--- config.mk ---
export PLATFORM = sky130hd
export DESIGN_NAME = hsp_ctrl
export DESIGN_NICKNAME = d
export VERILOG_FILES = /design/src/hw/rtl/hsp_pkg.sv /design/src/hw/rtl/hsp_ctrl.sv
export SDC_FILE = /design/constraint.sdc
export NUM_CORES = 1
export LEC_CHECK = 0
export ABC_AREA = 1
export BUFFER_PORTS_ARGS = -buffer_cell sky130_fd_sc_hd__buf_2
export CAP_MARGIN = 10
export CORE_AREA = 2 2 39 41
export DETAILED_ROUTE_END_ITERATION = 10
export DIE_AREA = 0 0 41 43
export SLEW_MARGIN = 20
export SYNTH_ARGS = -nofsm -noshare
export SYNTH_HDL_FRONTEND = slang
export SYNTH_SLANG_ARGS = --single-unit
--- constraint.sdc ---
create_clock -name clk -period 1.4 [get_ports clk]
set_input_delay 0.14 -clock clk [delete_from_list [all_inputs] [get_ports clk]]
set_output_delay 0.14 -clock clk [all_outputs]
set_load 0.01 [all_outputs]
--- src/hw/rtl/hsp_pkg.sv ---
`timescale 1ns / 1ps
// ----------------------------------------------------------------------------
// hsp_pkg
// Shared types, constants and pattern helpers for the Horspool search block.
// ----------------------------------------------------------------------------
package hsp_pkg;

  localparam int TEXT_DEPTH_DEF = 1024;
  localparam int MAX_PATTERN    = 16;
  localparam int PAT_BYTES      = 16;
  localparam int LEN_W          = 5;
  localparam int CFG_IDX_W      = 2;
  localparam int CFG_DATA_W     = 64;

  typedef enum logic [CFG_IDX_W-1:0] {
    CFG_PATTERN_LEN  = 2'd0,
    CFG_PATTERN_LOW  = 2'd1,
    CFG_PATTERN_HIGH = 2'd2
  } cfg_idx_t;

  typedef struct packed {
    logic [7:0] text_byte;
    logic       text_last;
  } in_item_t;

  typedef struct packed {
    logic found;
    logic text_overflow;
  } out_item_t;

  typedef enum logic [2:0] {
    ST_LOAD,
    ST_START,
    ST_READ,
    ST_CMP,
    ST_DONE
  } state_t;

  typedef struct packed {
    logic store;
    logic init;
    logic advance;
    logic skip;
    logic set_found;
    logic clr_found;
    logic publish;
  } cmd_t;

  typedef struct packed {
    logic short_text;
    logic match;
    logic last_cmp;
    logic skip_ok;
    logic out_free;
  } sts_t;

  function automatic logic [7:0] pat_byte(input logic [8*PAT_BYTES-1:0] pat,
                                          input logic [3:0] idx);
    pat_byte = pat[{idx, 3'b000} +: 8];
  endfunction

  function automatic logic [LEN_W-1:0] shift_of(input logic [7:0] b,
                                                input logic [8*PAT_BYTES-1:0] pat,
                                                input logic [LEN_W-1:0] m);
    logic [LEN_W-1:0] s;
    s = m;
    for (int i = 0; i < PAT_BYTES - 1; i++) begin
      if (((LEN_W'(i) + LEN_W'(1)) < m) && (pat[i*8 +: 8] == b)) begin
        s = m - LEN_W'(1) - LEN_W'(i);
      end
    end
    shift_of = s;
  endfunction

endpackage

--- src/hw/rtl/hsp_ctrl.sv ---
`timescale 1ns / 1ps
// ----------------------------------------------------------------------------
// hsp_ctrl
// Sequencer: text loading, right-to-left compare, skip and result hand-off.
// ----------------------------------------------------------------------------
module hsp_ctrl (
  input  logic          clk,
  input  logic          rst_n,
  input  logic          in_valid,
  input  logic          in_last,
  output logic          in_ready,
  input  hsp_pkg::sts_t sts,
  output hsp_pkg::cmd_t cmd
);

  import hsp_pkg::*;

  state_t state_r;
  state_t state_nxt;

  always_ff @(posedge clk) begin
    if (!rst_n) begin
      state_r <= ST_LOAD;
    end else begin
      state_r <= state_nxt;
    end
  end

  always_comb begin
    state_nxt = state_r;
    case (state_r)
      ST_LOAD: begin
        if (in_valid && in_last) state_nxt = ST_START;
      end
      ST_START: begin
        state_nxt = sts.short_text ? ST_DONE : ST_READ;
      end
      ST_READ: begin
        state_nxt = ST_CMP;
      end
      ST_CMP: begin
        if (sts.match && sts.last_cmp) begin
          state_nxt = ST_DONE;
        end else if (sts.match || sts.skip_ok) begin
          state_nxt = ST_READ;
        end else begin
          state_nxt = ST_DONE;
        end
      end
      ST_DONE: begin
        if (sts.out_free) state_nxt = ST_LOAD;
      end
      default: state_nxt = ST_LOAD;
    endcase
  end

  always_comb begin
    cmd      = '0;
    in_ready = 1'b0;
    case (state_r)
      ST_LOAD: begin
        in_ready  = 1'b1;
        cmd.store = in_valid;
      end
      ST_START: begin
        cmd.init      = !sts.short_text;
        cmd.clr_found = sts.short_text;
      end
      ST_READ: begin
      end
      ST_CMP: begin
        if (sts.match && sts.last_cmp) begin
          cmd.set_found = 1'b1;
        end else if (sts.match) begin
          cmd.advance = 1'b1;
        end else begin
          cmd.skip      = 1'b1;
          cmd.clr_found = !sts.skip_ok;
        end
      end
      ST_DONE: begin
        cmd.publish = sts.out_free;
      end
      default: begin
      end
    endcase
  end

endmodule

# Yosys cells after proc, flatten, opt, wreduce, memory -nomap -nowiden
# Cells that the tools add are included.
[op_classes] eq_ne=6 n_mux=18 reduce_logical=7
[ops] op="3-bit 2-to-1 mux" count=6
[ops] op="3-bit one-hot mux with 5 select lines" count=1
[ops] op="1-bit 2-to-1 mux" count=9
[ops] op="3-bit by 2-bit equality test with 1-bit output, second input constant" count=2
[ops] op="2-bit inequality test, second input constant" count=2
[ops] op="3-bit by 1-bit equality test with 1-bit output, second input constant" count=1
[ops] op="3-bit equality test, second input constant" count=1
[ops] op="3-bit logical NOT" count=1
[ops] op="1-bit logical AND" count=2
[ops] op="1-bit logical NOT" count=2
[ops] op="2-bit 2-to-1 mux" count=1
[ops] op="1-bit one-hot mux with 2 select lines" count=1
[ops] op="2-bit AND reduction" count=1
[ops] op="1-bit logical OR" count=1
[word_totals] wordCells=32 out_inout_bits=8 ff_bits=3 input_bits=9

# Longest topological paths before layout
[logic_depth] ltp_word=4 depth_mapped=7 depth_no_buf=7

# Worst setup path before layout
# Ideal clock, no wire load.
[synth_timing] kind="flip-flop to output port" startpoint="register state_r[0]" endpoint="output port cmd[1] (netlist name)" path_stages_with_launch=3 n_path_buf=0 slack_ns=0.368 required_time_ns=1.260 t_arrival_ns=0.892 path_cell_list="dfxtp_1 nand3_2 o31ai_1"
[synth_lines] element="start: declaration" line_no="hsp_ctrl.sv:18" rtl="state_t state_r;"
[synth_lines] element="start signal: assignment" line_no="hsp_ctrl.sv:25" rtl="state_r <= state_nxt;"
[synth_lines] element="end: declaration" line_no="hsp_ctrl.sv:13" rtl="output hsp_pkg::cmd_t cmd"

==> results.py <==
metrics = {
    "clock_tree": {
        "clk_root_buffer_cell": "clkbuf_4",
        "cts_inserted_buffers": 3,
        "clock_latency_ns": 0.23,
        "htree_levels": 1,
        "cts.clk_slew.worst_paths_ns": 0.04,
        "numClockSinks": 3,
        "cts_tree": "done",
        "clk_path_buf_depth": 2,
        "hold_buffers": 0,
    },
    "final_layout": {
        "syn_to_final_growth_pct": 53.2,
        "fillers": 160,
        "top_regs": "state_r x3",
        "regMostFlops": "state_r",
        "largest_reg_flops": 3,
        "mostFrequentLayoutCell": "buf_2",
        "postLayoutCellArea_sq_um": 389,
        "final_cells": 78,
        "n_antenna_cell": 0,
        "finalNetCount": 72,
        "layout_common_cells": "buf_2, nand2_1, nor2_1",
        "drive_gt1_share_pct": 45.2,
    },
    "detailed_routing": {
        "drc": 0,
        "drt_iter0_drc": 1,
        "vias": 318,
        "drt-total-wl_um": 617,
        "drt-pass1-iter-count": 2,
        "drtAntennaViolNets": 0,
        "vias_per_cell": 4.08,
        "wl_per_cell_um": 7.91,
    },
    "timing": {
        "slew_violations": 0,
        "max_freq_ghz": 0.771,
        "hold_viol_final": 0,
        "rsz0062_at_grt": "false",
        "setup_tns_ns": 0,
        "setup_viol": 0,
        "relSlewSlack_pct": 84.0,
        "setup_ws_ns": 0.103,
        "fin_hold_ws_ns": 0.192,
        "post-route-min-period_ns": 1.30,
        "finClkSkew_ns": 0.00291,
        "finalCritPeriodShare_pct": 92.6,
        "worstMarginPinSlew_ns": 0.240,
    },
    "power_and_ir_drop": {
        "p_clk_share_pct": 48.3,
        "combPwrFrac_pct": 21.1,
        "seqPwrFrac_pct": 30.6,
        "max-vdd-ir-drop_uv": 394,
        "cellLeakagePower_uw": 0.000219,
        "switching_power_uw": 91.8,
        "switching_share_pct": 28.9,
        "pwr_density_cell_mw_per_mm2": 816,
        "internal_power_uw": 226,
    },
    "placement": {
        "placed_cells": 74,
        "placed_cell_area_sq_um": 354,
        "dp.final_hpwl_um": 532,
        "dp_slack_ns": 0.289,
        "portBuffers": 16,
        "gp_congestion": 0.755,
    },
    "grt": {
        "grt_max_degree": 6,
        "grt_usage_pct": 8.94,
        "antenna_found_initial": 0,
        "grt_overflow": 0,
        "grt_first_pass_wirelength_um": 1050,
        "grt_pass1_vias": 290,
    },
    "yosys": {
        "synth-seq-cells": 3,
        "syn_avg_cell_area_sq_um": 6.05,
        "synth_seq_area_share_pct": 23.6,
        "synth.area.top_cells": "dfxtp_1, nand2_1, nor2_1, inv_1, nand3_2",
        "synth_top_cell_area_share_pct": 23.6,
        "synth_area_sq_um": 254,
        "yosys_warnings": 0,
        "synth_cells": 42,
        "yosysTopAreaCell": "dfxtp_1",
        "synth_cell_types": 14,
        "synth_nets": 51,
    },
    "die": {
        "die-area_sq_mm": 0.00176,
        "initial_utilization_pct": 18.4,
        "die-width_um": 41,
        "fp-row-count": 14,
        "io_pins": 17,
        "die_h_um": 43,
        "core_area_sq_mm": 0.00138,
    },
    "critical_path": {
        "crit_arrival_ns": 1.16,
        "cp.required_ns": 1.26,
        "r2r-start": "state_r[1]$_SDFFE_PN0P_",
        "cp_max_fo": 5,
        "critPathLaunch": "state_r[1]$_SDFFE_PN0P_",
        "start_kind": "flip-flop",
        "end_kind": "primary output",
        "crit_type": "reg -> out",
    },
    "outcome": {
        "status": "finished clean",
    },
    "min_path": {
        "hp-class": "in -> reg",
        "holdCritStartpoint": "rst_n",
    },
    "flow_run": {
        "maxCapViolCount": 0,
    },
}
==> cell usage after synthesis <==
master,instances
nor2_2,1
o31ai_1,1
nand3_1,2
inv_2,3
nor2_4,1
nand3_2,2
nand2_1,10
nor2_1,8
nor4_1,1
o21ai_0,1
nand4_1,1
a21oi_4,1
inv_1,7
dfxtp_1,3
==> cells by family after synthesis <==
group / after synthesis / share of synthesized area (%)
compound gates: 3 / 11.3
buf+inv: 10 / 14.8
flops: 3 / 23.6
simple gates: 26 / 50.3
==> per-stage QoR <==
stage | util (%) | total power (uW)
after floorplan | - | 136
after global placement | 25.6 | 164
after detailed placement | 25.6 | 164
after CTS | 27.5 | 322
after global routing | 28.1 | 343
final | 28.1 | 317
==> repair_timing <==
action | in CTS | in global routing
endpoints found under the setup margin | 0 | 2
endpoints found under the hold margin | 0 | 0
buffers inserted | 0 | 0
gates resized for setup | 0 | 2
==> area by class of cell <==
cell class                 instances  area, sq um  share of cell area (%)
multi-input combinational         29          164                    42.1
timing repair buffer              16         80.1                    20.6
sequential                         3         61.3                    15.8
inverter                          10         37.5                    9.65
clock buffer                       4         26.3                    6.75
tap                               16         20.0                    5.14
==> power by group through the flow <==
| stage | combinational (uW) | sequential, uW | clock [uW] |
|---|---|---|---|
| 2_1_floorplan | 40.2 | 95.9 | 0 |
| 6_report | 66.9 | 97.2 | 153 |
| 4_1_cts | 67.7 | 95.7 | 159 |
| 3_3_place_gp | 67.1 | 96.7 | 0 |
| 5_1_grt | 75.0 | 97.6 | 170 |
| 3_5_place_dp | 67.3 | 97.0 | 0 |
==> worst paths after layout <==
kind,endpoint,slack (ns),cells after the start
worst max-delay path,cmd[1],0.10,3
worst min-delay path,state_r[2]$_SDFFE_PN0P_,0.19,3
worst max register to register,state_r[2]$_SDFFE_PN0P_,0.45,5
worst min register to register,state_r[0]$_SDFFE_PN0P_,0.48,1
==> metal layers <==
metal  vias to the layer above  global-route usage, %  part of all wire [%]
li1                        170                      -                     -
met1                       134                   9.65                    47
met2                        14                   12.8                    41
met3                         0                   4.71                    13
met4                         0                   6.00                     0
met5                         -                      0                     0
==> worst max-delay path, cell delays in order (launching register included) <==
cell	delay, ns
dfxtp_1	0.44
nand3_4	0.13
o31ai_1	0.19
buf_2	0.16
Power figures use the tool's default switching activity.
